--- config.mk ---
export PLATFORM = sky130hd
export DESIGN_NAME = expression_tokenizer
export DESIGN_NICKNAME = d
export VERILOG_FILES = /design/src/design/etk_pkg.sv /design/src/design/etk_lexer.sv /design/src/design/expression_tokenizer.sv
export SDC_FILE = /design/constraint.sdc
export NUM_CORES = 1
export LEC_CHECK = 0
export ABC_AREA = 1
export BUFFER_PORTS_ARGS = -buffer_cell sky130_fd_sc_hd__buf_2
export CORE_UTILIZATION = 48
export DETAILED_ROUTE_END_ITERATION = 10
export HOLD_SLACK_MARGIN = 0.02
export PLACE_DENSITY = 0.68
export SLEW_MARGIN = 20
export SYNTH_ARGS = -nofsm -noshare
export SYNTH_HDL_FRONTEND = slang
export SYNTH_SLANG_ARGS = --single-unit
--- constraint.sdc ---
create_clock -name clk -period 5.6 [get_ports clk]
set_clock_uncertainty 0.15 [all_clocks]
set_input_delay 0 -clock clk [delete_from_list [all_inputs] [get_ports clk]]
set_output_delay 0 -clock clk [all_outputs]
set_load 0.02 [all_outputs]
--- src/design/etk_pkg.sv ---
`timescale 1ns / 1ps

package etk_pkg;

    typedef enum logic [3:0] {
        KIND_IDENT  = 4'd0,
        KIND_NUMBER = 4'd1,
        KIND_ASSIGN = 4'd2,
        KIND_OPER   = 4'd3,
        KIND_LPAREN = 4'd4,
        KIND_RPAREN = 4'd5,
        KIND_COMMA  = 4'd6,
        KIND_LBRACE = 4'd7,
        KIND_RBRACE = 4'd8,
        KIND_END    = 4'd9,
        KIND_ERROR  = 4'd10
    } kind_t;

    typedef enum logic [1:0] {
        HOLD_NONE   = 2'd0,
        HOLD_IDENT  = 2'd1,
        HOLD_NUMBER = 2'd2
    } hold_t;

    localparam logic [7:0] CH_ASSIGN = 8'h3D;
    localparam logic [7:0] CH_PLUS   = 8'h2B;
    localparam logic [7:0] CH_MINUS  = 8'h2D;
    localparam logic [7:0] CH_STAR   = 8'h2A;
    localparam logic [7:0] CH_SLASH  = 8'h2F;
    localparam logic [7:0] CH_LPAREN = 8'h28;
    localparam logic [7:0] CH_RPAREN = 8'h29;
    localparam logic [7:0] CH_COMMA  = 8'h2C;
    localparam logic [7:0] CH_LBRACE = 8'h7B;
    localparam logic [7:0] CH_RBRACE = 8'h7D;
    localparam logic [7:0] CH_SPACE  = 8'h20;
    localparam logic [7:0] CH_TAB    = 8'h09;
    localparam logic [7:0] CH_CR     = 8'h0D;

    typedef struct packed {
        logic [7:0] character;
        logic       end_of_input;
    } src_item_t;

    typedef struct packed {
        logic [3:0] token_kind;
        logic [7:0] token_char;
        logic       token_last;
        logic       run_last;
    } tok_item_t;

    // results caused by one input transaction: count is 0, 1 or 2
    typedef struct packed {
        logic [1:0] count;
        tok_item_t  first;
        tok_item_t  second;
    } tok_pair_t;

endpackage

--- src/design/etk_lexer.sv ---
`timescale 1ns / 1ps

module etk_lexer (
    input  logic              clk,
    input  logic              rst_n,
    input  logic              take,
    input  etk_pkg::src_item_t item,
    output etk_pkg::tok_pair_t pair
);
    import etk_pkg::*;

    logic [7:0] held_char_reg;
    logic [7:0] held_char_next;
    hold_t      held_kind_reg;
    hold_t      held_kind_next;
    logic       error_seen_reg;
    logic       error_seen_next;

    logic       held_valid;
    tok_item_t  held_tok;
    tok_item_t  single_tok;
    logic       is_letter;
    logic       is_digit;
    logic       is_space;
    logic       is_single;
    kind_t      single_kind;
    logic [7:0] c;

    assign c          = item.character;
    assign is_letter  = (c >= 8'h61 && c <= 8'h7A) || (c >= 8'h41 && c <= 8'h5A);
    assign is_digit   = (c >= 8'h30 && c <= 8'h39);
    assign is_space   = (c == CH_SPACE) || (c >= CH_TAB && c <= CH_CR);
    assign held_valid = (held_kind_reg == HOLD_IDENT) || (held_kind_reg == HOLD_NUMBER);

    always_comb
    begin
        is_single   = 1'b1;
        single_kind = KIND_ERROR;
        case (c)
            CH_ASSIGN: single_kind = KIND_ASSIGN;
            CH_PLUS, CH_MINUS, CH_STAR, CH_SLASH: single_kind = KIND_OPER;
            CH_LPAREN: single_kind = KIND_LPAREN;
            CH_RPAREN: single_kind = KIND_RPAREN;
            CH_COMMA:  single_kind = KIND_COMMA;
            CH_LBRACE: single_kind = KIND_LBRACE;
            CH_RBRACE: single_kind = KIND_RBRACE;
            default:   is_single = 1'b0;
        endcase
    end

    always_comb
    begin
        held_tok.token_kind = (held_kind_reg == HOLD_IDENT) ? KIND_IDENT : KIND_NUMBER;
        held_tok.token_char = held_char_reg;
        held_tok.token_last = 1'b1;
        held_tok.run_last   = 1'b0;

        single_tok.token_kind = is_single ? single_kind : KIND_ERROR;
        single_tok.token_char = c;
        single_tok.token_last = 1'b1;
        single_tok.run_last   = 1'b1;
    end

    always_comb
    begin
        held_char_next  = held_char_reg;
        held_kind_next  = held_kind_reg;
        error_seen_next = error_seen_reg;
        pair            = '0;

        if (item.end_of_input)
        begin
            pair.second.token_kind = KIND_END;
            pair.second.token_char = 8'h00;
            pair.second.token_last = 1'b1;
            pair.second.run_last   = 1'b1;
            if (!error_seen_reg && held_valid)
            begin
                pair.first = held_tok;
                pair.count = 2'd2;
            end
            else
            begin
                pair.first  = pair.second;
                pair.second = '0;
                pair.count  = 2'd1;
            end
            held_char_next  = 8'h00;
            held_kind_next  = HOLD_NONE;
            error_seen_next = 1'b0;
        end
        else if (error_seen_reg)
        begin
            pair.count = 2'd0;
        end
        else if (is_space)
        begin
            if (held_valid)
            begin
                pair.first          = held_tok;
                pair.first.run_last = 1'b1;
                pair.count          = 2'd1;
            end
            held_kind_next = HOLD_NONE;
        end
        else if (is_letter)
        begin
            if (held_valid)
            begin
                pair.first            = held_tok;
                pair.first.token_last = (held_kind_reg != HOLD_IDENT);
                pair.first.run_last   = 1'b1;
                pair.count            = 2'd1;
            end
            held_char_next = c;
            held_kind_next = HOLD_IDENT;
        end
        else if (is_digit)
        begin
            if (held_valid)
            begin
                pair.first            = held_tok;
                pair.first.token_last = 1'b0;
                pair.first.run_last   = 1'b1;
                pair.count            = 2'd1;
            end
            else
            begin
                held_kind_next = HOLD_NUMBER;
            end
            held_char_next = c;
        end
        else
        begin
            if (is_single && held_valid)
            begin
                pair.first  = held_tok;
                pair.second = single_tok;
                pair.count  = 2'd2;
            end
            else
            begin
                pair.first = single_tok;
                pair.count = 2'd1;
            end
            if (!is_single)
            begin
                error_seen_next = 1'b1;
            end
            held_kind_next = HOLD_NONE;
        end
    end

    always_ff @(posedge clk or negedge rst_n)
    begin
        if (!rst_n)
        begin
            held_char_reg  <= 8'h00;
            held_kind_reg  <= HOLD_NONE;
            error_seen_reg <= 1'b0;
        end
        else if (take)
        begin
            held_char_reg  <= held_char_next;
            held_kind_reg  <= held_kind_next;
            error_seen_reg <= error_seen_next;
        end
    end

endmodule

--- src/design/expression_tokenizer.sv ---
`timescale 1ns / 1ps

// channel | direction | handshake          | payload
// src     | in        | src_valid/src_stall | etk_pkg::src_item_t
// tok     | out       | tok_valid/tok_stall | etk_pkg::tok_item_t
//
// One source byte is taken per cycle while src_stall is low; it is
// classified against the hold register in the same cycle and its results
// (0, 1 or 2) written to a QUEUE_DEPTH-entry result queue. A byte giving
// two results leaves as two tok transfers. src_stall is high only while
// the queue is full. Reset clears the hold state and empties the queue.

module expression_tokenizer #(
    parameter int QUEUE_DEPTH = 2
) (
    input  logic               clk,
    input  logic               rst_n,
    input  logic               src_valid,
    output logic               src_stall,
    input  etk_pkg::src_item_t src_data,
    output logic               tok_valid,
    input  logic               tok_stall,
    output etk_pkg::tok_item_t tok_data
);
    import etk_pkg::*;

    localparam int PTR_W = (QUEUE_DEPTH > 1) ? $clog2(QUEUE_DEPTH) : 1;
    localparam int CNT_W = $clog2(QUEUE_DEPTH + 1);
    localparam logic [PTR_W-1:0] PTR_LAST = PTR_W'(QUEUE_DEPTH - 1);
    localparam logic [CNT_W-1:0] CNT_FULL = CNT_W'(QUEUE_DEPTH);

    tok_pair_t        queue_mem [QUEUE_DEPTH];
    logic [PTR_W-1:0] wr_ptr_reg;
    logic [PTR_W-1:0] rd_ptr_reg;
    logic [CNT_W-1:0] count_reg;
    logic [CNT_W-1:0] count_next;
    logic             sel_reg;
    logic             sel_next;

    logic             take;
    logic             push;
    logic             pop_out;
    logic             head_done;
    tok_pair_t        pair;
    tok_pair_t        head;

    etk_lexer u_lexer (
        .clk   (clk),
        .rst_n (rst_n),
        .take  (take),
        .item  (src_data),
        .pair  (pair)
    );

    assign src_stall = (count_reg == CNT_FULL);
    assign take      = src_valid && !src_stall;
    assign push      = take && (pair.count != 2'd0);

    assign head      = queue_mem[rd_ptr_reg];
    assign tok_valid = (count_reg != '0);
    assign tok_data  = sel_reg ? head.second : head.first;
    assign pop_out   = tok_valid && !tok_stall;
    assign head_done = pop_out && (sel_reg || (head.count != 2'd2));

    always_comb
    begin
        count_next = count_reg;
        if (push && !head_done)
        begin
            count_next = count_reg + CNT_W'(1);
        end
        else if (!push && head_done)
        begin
            count_next = count_reg - CNT_W'(1);
        end

        sel_next = sel_reg;
        if (head_done)
        begin
            sel_next = 1'b0;
        end
        else if (pop_out)
        begin
            sel_next = 1'b1;
        end
    end

    always_ff @(posedge clk)
    begin
        if (push)
        begin
            queue_mem[wr_ptr_reg] <= pair;
        end
    end

    always_ff @(posedge clk or negedge rst_n)
    begin
        if (!rst_n)
        begin
            wr_ptr_reg <= '0;
            rd_ptr_reg <= '0;
            count_reg  <= '0;
            sel_reg    <= 1'b0;
        end
        else
        begin
            count_reg <= count_next;
            sel_reg   <= sel_next;
            if (push)
            begin
                wr_ptr_reg <= (wr_ptr_reg == PTR_LAST) ? '0 : wr_ptr_reg + PTR_W'(1);
            end
            if (head_done)
            begin
                rd_ptr_reg <= (rd_ptr_reg == PTR_LAST) ? '0 : rd_ptr_reg + PTR_W'(1);
            end
        end
    end

endmodule

==> summary.md, run 1 <==
| Metric | Value |
|---|---|
| Util after Layout | `0.586` |
| Synth cell types | `36` |
| Async SR Flop Fraction | `0.229` |
| Port Buf Inserts | `28` |
| Drt drc | `0` |
| Grt total ovfl | `0` |
| Post-synth EDFFs | `54` |
| Place WS | `2.58 ns` |
| CP peak stage delay | `0.75 ns` |
| Reg2reg setup slack | `2.56 ns` |
| Worst reg2reg startpoint | `u_lexer.held_kind_reg[1]` |
| Crit. End Element | `flop` |
| Post-DP HPWL | `5.17 mm` |
| # setup viols final | `0` |
| Non-filler instance count after layout | `498` |
| Ports | `29` |
| Placed instance count | `469` |
| Slew HR | `0.357` |
| Synth Area in Compound Gates | `0.131` |
| Setup crit start kind | `flop` |
| Later-pin clock latency in the skew report | `0.35 ns` |
| Die H | `87.0 um` |
| Mux contribution to synthesized area | `0.00289` |
| N_diodes | `0` |
| Placed Area | `3680 um^2` |
| CTS Sinks | `70` |
| Largest net degree at the start of global routing | `30` |
| Final setup margin | `2.56 ns` |
| Global-route usage over all layers | `0.222` |
| Number of global-route vias before repair | `2,441` |
| Area delta synth->final | `16.1%` |
| Final Max Tran Viols | `0` |
| Final critical-path required period | `3.04 ns` |
| FF-to-FF path depth | `10` |
| Worst setup path endpoint | `queue_mem[0][20]` |
| Initial core utilization | `0.505` |
| Routed vias | `2,610` |
| Comb pwr share | `0.387` |
| First-pass GRT wire length | `12.4 mm` |
| Flop pwr share | `0.393` |
| Largest family of logic cells by synthesized area | `simple AND/OR/NAND/NOR gates` |
| Hold WC Path Type | `primary input to flop` |
| CTS tree | `yes` |
| Rows | `30` |
| Final instance area | `4020 um^2` |
| Critical Path RT | `5.24 ns` |
| Core Area | `6870 um^2` |
| Crit path max-delay family | `buffers and inverters` |
| Global-route met2 utilization | `0.336` |
| M1 GR Usage | `0.313` |
| Antenna-violating nets left | `0` |
| CTS max path bufs | `2` |
| Cts bufs inserted | `9` |
| Fin crit share | `0.543` |
| Fmax | `329 MHz` |
| Share of layout cells above drive strength 1 | `0.206` |
| Met3 Use GR | `0.0493` |
| Cells after synthesis | `355` |
| Mapped cell area | `3470 um^2` |
| Seq/Total Area, Yosys | `0.583` |
| Die Wd | `87.0 um` |
| Detailed Route WL | `7.49 mm` |
| Post-Synth Simple-Gate Area | `0.194` |
| Worst Path Arrival | `2.69 ns` |
| Flip-flop and latch count after synthesis | `70` |
| Grt peak-use layer | `met2` |
| Status | `finished, final reports clean` |
| Setup tns final | `0 ns` |
| RSZ-0062 raised after global routing | `false` |
| Internal power | `1.22 mW` |
| PD cells | `498 nW/um^2` |
| YS warnings | `0` |
| CP Class | `flop to flop` |
| Net Sw Power | `0.787 mW` |
| Iteration-0 DRC Markers | `179` |
| Worst vdd ir | `0.308 mV` |
| Via-to-Cell Ratio | `5.24` |
| Capturing point of the worst reg2reg path | `queue_mem[0][20]` |
| Actual slew at the worst max-slew pin | `0.958 ns` |
| Max cap viols | `0` |
| Clk root buf | `clkbuf_8` |
| Clk slew on worst S/H paths | `0.07 ns` |
| Die area | `7570 um^2` |
| Adder-cell share of the synthesized area | `0.0108` |
| Post-cts sizing count | `0` |
| Pwr Total | `2.01 mW` |
| CP Cell Sequence | `ha_1 > nor2_1 > inv_1 > nor2_1 > inv_1 > nand2_4 > inv_2 > nand2_2 > nand3_1 > clkinv_1` |
| Ys flop type | `edfxtp_1` |
| Initial antenna violation count | `0` |
| Worst Hold Launch | `src_data[8]` |
| Routability Congestion | `0.946` |
| Post-synthesis xor/xnor area fraction | `0.00758` |
| Critical Path Source | `u_lexer.held_kind_reg[1]` |
| Clock Power Share | `0.220` |
| Buf/Inv on CP | `4` |
| Static Leakage | `1.69 nW` |
| Crit path depth | `10` |
| CP max-delay cell | `clkinv_1` |
| Synthesized area per cell | `9.77 um^2` |
| Max reg flops | `54` |
| Critical path peak fanout | `27` |
| Min Hold Slack | `0.0923 ns` |
| Pre-Repair DR Iteration Count | `4` |
| Total Nets Final | `413` |
| Sw frac | `0.392` |
| H-Tree Depth | `3` |
| DR WL/cell | `15.0 um` |
| Fin. Hold Viols | `0` |
[routing by layer]
metal  vias to the layer above  share of wire
li1                       1299              -
met4                         0          0.021
met5                         -              0
met1                      1221           0.44
met2                        72           0.47
met3                        18          0.060
[placed cells by master (no fill, tap or decap), types with 3 or more instances in the layout]
master / instances
nand2_1: 42
inv_1: 36
nor2_2: 12
buf_2: 28
clkinv_1: 3
clkbuf_8: 9
edfxtp_1: 54
nand2_2: 9
o21ai_0: 42
o21ai_1: 3
dfrtp_1: 16
o221ai_1: 7
a21oi_1: 10
nand3_2: 4
inv_2: 6
ha_1: 3
nand3_1: 21
o22ai_1: 13
nor2_1: 44
dlygate4sd3_1: 13
[Yosys cell counts (2+ instances only)]
cell type	count	area (um^2)
o221ai_1	7	61.3
inv_2	6	22.5
buf_4	3	22.5
nor2_1	45	169
xor2_1	2	17.5
a21oi_1	10	50.1
nand2_2	9	56.3
o22ai_1	13	81.3
nor2_2	11	68.8
nor2_4	2	22.5
dfrtp_1	16	400
clkbuf_1	8	30.0
o21ai_1	3	15.0
nand3_2	4	40.0
nand2_1	42	158
edfxtp_1	54	1620
nand2_4	2	22.5
ha_1	3	37.5
nand3_1	21	105
inv_1	37	139
o21ai_0	42	210
[layout make-up]
type	count	area, um^2
Fill cell	612	2850
Tap cell	96	120
Inverter	45	171
Multi-Input combinational cell	228	1210
Clock buffer	10	128
Clock inverter	6	86.3
Sequential cell	70	2020
Timing Repair Buffer	43	285
[repair_timing]
action	in CTS	in global routing
setup buffers	0	0
hold endpoints to repair	37	0
endpoints found under the setup margin	0	0
hold buffers	13	0
[how the worst min path moves through the flow]
stage	endpoint	slack, ns	depth (start not counted)
final	queue_mem[0][23]	0.09	3
after global routing	queue_mem[0][23]	0.12	3
after CTS	queue_mem[1][23]	0.09	3
after detailed placement	rd_ptr_reg	-0.20	1
after global placement	rd_ptr_reg	-0.20	1
after floorplan	count_reg[0]	-0.45	0
[power by group through the flow]
| stage | logic, mW | clock network [mW] | registers [mW] |
|---|---|---|---|
| floorplan | 0.565 | 0 | 0.776 |
| global placement | 0.750 | 0 | 0.797 |
| detailed placement | 0.767 | 0 | 0.800 |
| CTS | 0.781 | 0.446 | 0.789 |
| global route | 0.866 | 0.470 | 0.803 |
| finish | 0.776 | 0.441 | 0.789 |
[tightest hold or removal path, stage by stage]
cell	delay, ns
buf_2	0.09
inv_1	0.06
o221ai_1	0.30
[cells by family (layout without fill, tap and decap cells)]
logic type	Yosys count	after routing
buffers and inverters	58	104
flip-flops	70	70
other	1	2
AO/OA/AOI/OAI	80	80
AND/OR/NAND/NOR	139	139
multiplexers	1	1
XOR/XNOR	3	3
adder cells (fa/ha/maj)	3	3
No activity file was read; power rests on OpenSTA's default activity.
==> inputs of run 2 (changes only) <==
Settings changed: PLACE_DENSITY 0.68 to 0.71.
Clock period 5.6 ns to 2.6 ns, I/O delays scaled along.
==> run 2 against run 1 <==
Worst setup slack lost 2.5 ns. Wire length is 3.4% lower. Design area is 3.0% higher. Non-clock buffer count grew 9. Total power grew 120%. First-iteration DRC count increased by 49%. Clock-buffer cell count unchanged. Utilization rose by 1.8 points. Die area stayed put. Hold slack lost 0.016 ns. Sequential power rose by 110%. Critical path type is now primary input to flop. Largest cell class unchanged.
==> summary.md, run 2 (same netlist as run 1, synthesis figures left out) <==
| Metric | Value |
|---|---|
| Status | `finished, final reports clean` |
| Area delta synth->final | `19.6%` |
| CP Class | `primary input to flop` |
| CTS Sinks | `70` |
| Slew HR | `0.468` |
| CTS tree | `yes` |
| Drt drc | `0` |
| Clk slew on worst S/H paths | `0.07 ns` |
| Critical path peak fanout | `4` |
| Commonest non-fill, non-tap cell in the layout | `edfxtp_1` |
| Number of global-route vias before repair | `2,552` |
| Port Buf Inserts | `28` |
| Final critical-path required period | `2.51 ns` |
| Final setup margin | `0.0886 ns` |
| Antenna-violating nets left | `0` |
| Detailed Route WL | `7.23 mm` |
| Die H | `87.0 um` |
| Die Wd | `87.0 um` |
| Routability Congestion | `0.864` |
| Critical Path RT | `2.66 ns` |
| Global-route usage over all layers | `0.214` |
| Share of layout cells above drive strength 1 | `0.241` |
| Min Hold Slack | `0.0761 ns` |
| Post-DP HPWL | `4.89 mm` |
| Placed Area | `3760 um^2` |
| Initial core utilization | `0.505` |
| Iteration-0 DRC Markers | `266` |
| N_diodes | `0` |
| First-pass GRT wire length | `12.1 mm` |
| Commonest non-fill, non-tap cells in the layout | `edfxtp_1, o21ai_0, nand2_1, nor2_1, inv_1` |
| Later-pin clock latency in the skew report | `0.33 ns` |
| Largest net degree at the start of global routing | `28` |
| Clk root buf | `clkbuf_8` |
| Worst Path Arrival | `2.57 ns` |
| Pre-Repair DR Iteration Count | `7` |
| Die area | `7570 um^2` |
| Worst vdd ir | `0.551 mV` |
| Routed vias | `2,686` |
| Fin. Hold Viols | `0` |
| Hold WC Path Type | `primary input to flop` |
| DR WL/cell | `14.3 um` |
| Rows | `30` |
| Static Leakage | `1.75 nW` |
| H-Tree Depth | `3` |
| # setup viols final | `0` |
| Fin crit share | `0.966` |
| Max cap viols | `0` |
| Setup tns final | `0 ns` |
| Fmax | `398 MHz` |
| CTS max path bufs | `2` |
| Core Area | `6870 um^2` |
| Setup crit start kind | `primary input` |
| Grt total ovfl | `0` |
| Total Nets Final | `422` |
| Via-to-Cell Ratio | `5.30` |
| RSZ-0062 raised after global routing | `false` |
| Place WS | `0.141 ns` |
| Max reg flops | `54` |
| PD cells | `1060 nW/um^2` |
| Final instance area | `4150 um^2` |
| Final Max Tran Viols | `0` |
| Ports | `29` |
| Crit. End Element | `flop` |
| Cts bufs inserted | `9` |
| Actual slew at the worst max-slew pin | `0.796 ns` |
| Initial antenna violation count | `0` |
## run 2: cell count changes in the layout (fill, tap and decap cells not counted), sizes merged
| cell | before | now |
|---|---|---|
| clkinv | 6 | 5 |
| inv | 43 | 44 |
| dlygate4sd3 | 13 | 12 |
| buf | 30 | 40 |
## run 2: layout make-up
type,count,area [um^2]
Clock buffer,10,128
Clock inverter,6,87.6
Fill cell,578,2720
Inverter,45,171
Multi-Input combinational cell,228,1240
Sequential cell,70,2020
Tap cell,96,120
Timing Repair Buffer,52,378
## run 2: per-layer routing
layer / track usage / vias to the layer above / wire [um]
met2: 0.344 / 83 / 3530
met3: 0.0427 / 7 / 414
met4: 0.0818 / 0 / 84
met5: 0 / - / 0
met1: 0.289 / 1279 / 3200
li1: - / 1317 / -
## run 2: worst paths after layout
path                                          start                  endpoint  slack, ns  cells after the start
setup / recovery                        src_data[7]              count_reg[1]       0.09                     18
hold / removal                            src_valid                wr_ptr_reg       0.08                      5
setup reg to reg           u_lexer.held_kind_reg[0]              count_reg[1]       0.19                     15
hold reg to reg                          wr_ptr_reg                wr_ptr_reg       0.33                      2
max in group asynchronous                     rst_n  u_lexer.held_char_reg[3]       1.13                      3
min in group asynchronous                     rst_n  u_lexer.held_char_reg[6]       0.66                      3
## run 2: worst max-delay path: stages
cell	delay, ns
dlygate4sd3_1	0.54
buf_2	0.15
inv_2	0.09
nand2_2	0.09
nor2_4	0.16
nand2_2	0.08
nand3_2	0.10
nor2_2	0.06
nor2_2	0.18
nor2_2	0.06
nor2_2	0.13
nand2_2	0.09
nand2_4	0.08
inv_1	0.04
ha_1	0.31
a21oi_1	0.12
o21ai_0	0.12
xor2_1	0.15
## run 2: repair_timing
action	CTS	global route
hold endpoints to repair	40	0
hold buffers	12	0
buffers inserted	0	3
setup endpoints to repair	0	1
resized for setup	0	9
## run 2: per-stage QoR
stage / total power [mW] / util / std cells
2_1_floorplan: 2.90 / - / 356
4_1_cts: 4.42 / 0.597 / 504
5_1_grt: 4.72 / 0.603 / 507
6_report: 4.41 / 0.603 / 507
3_3_place_gp: 3.41 / 0.548 / 476
3_5_place_dp: 3.46 / 0.548 / 476
## run 2: report_power, final
group	total, mW	internal, mW	leakage [nW]	switching [mW]
clock network	0.933	0.540	0.110	0.392
logic	1.80	0.607	0.924	1.20
registers	1.68	1.56	0.714	0.112
total	4.41	2.71	1.75	1.70
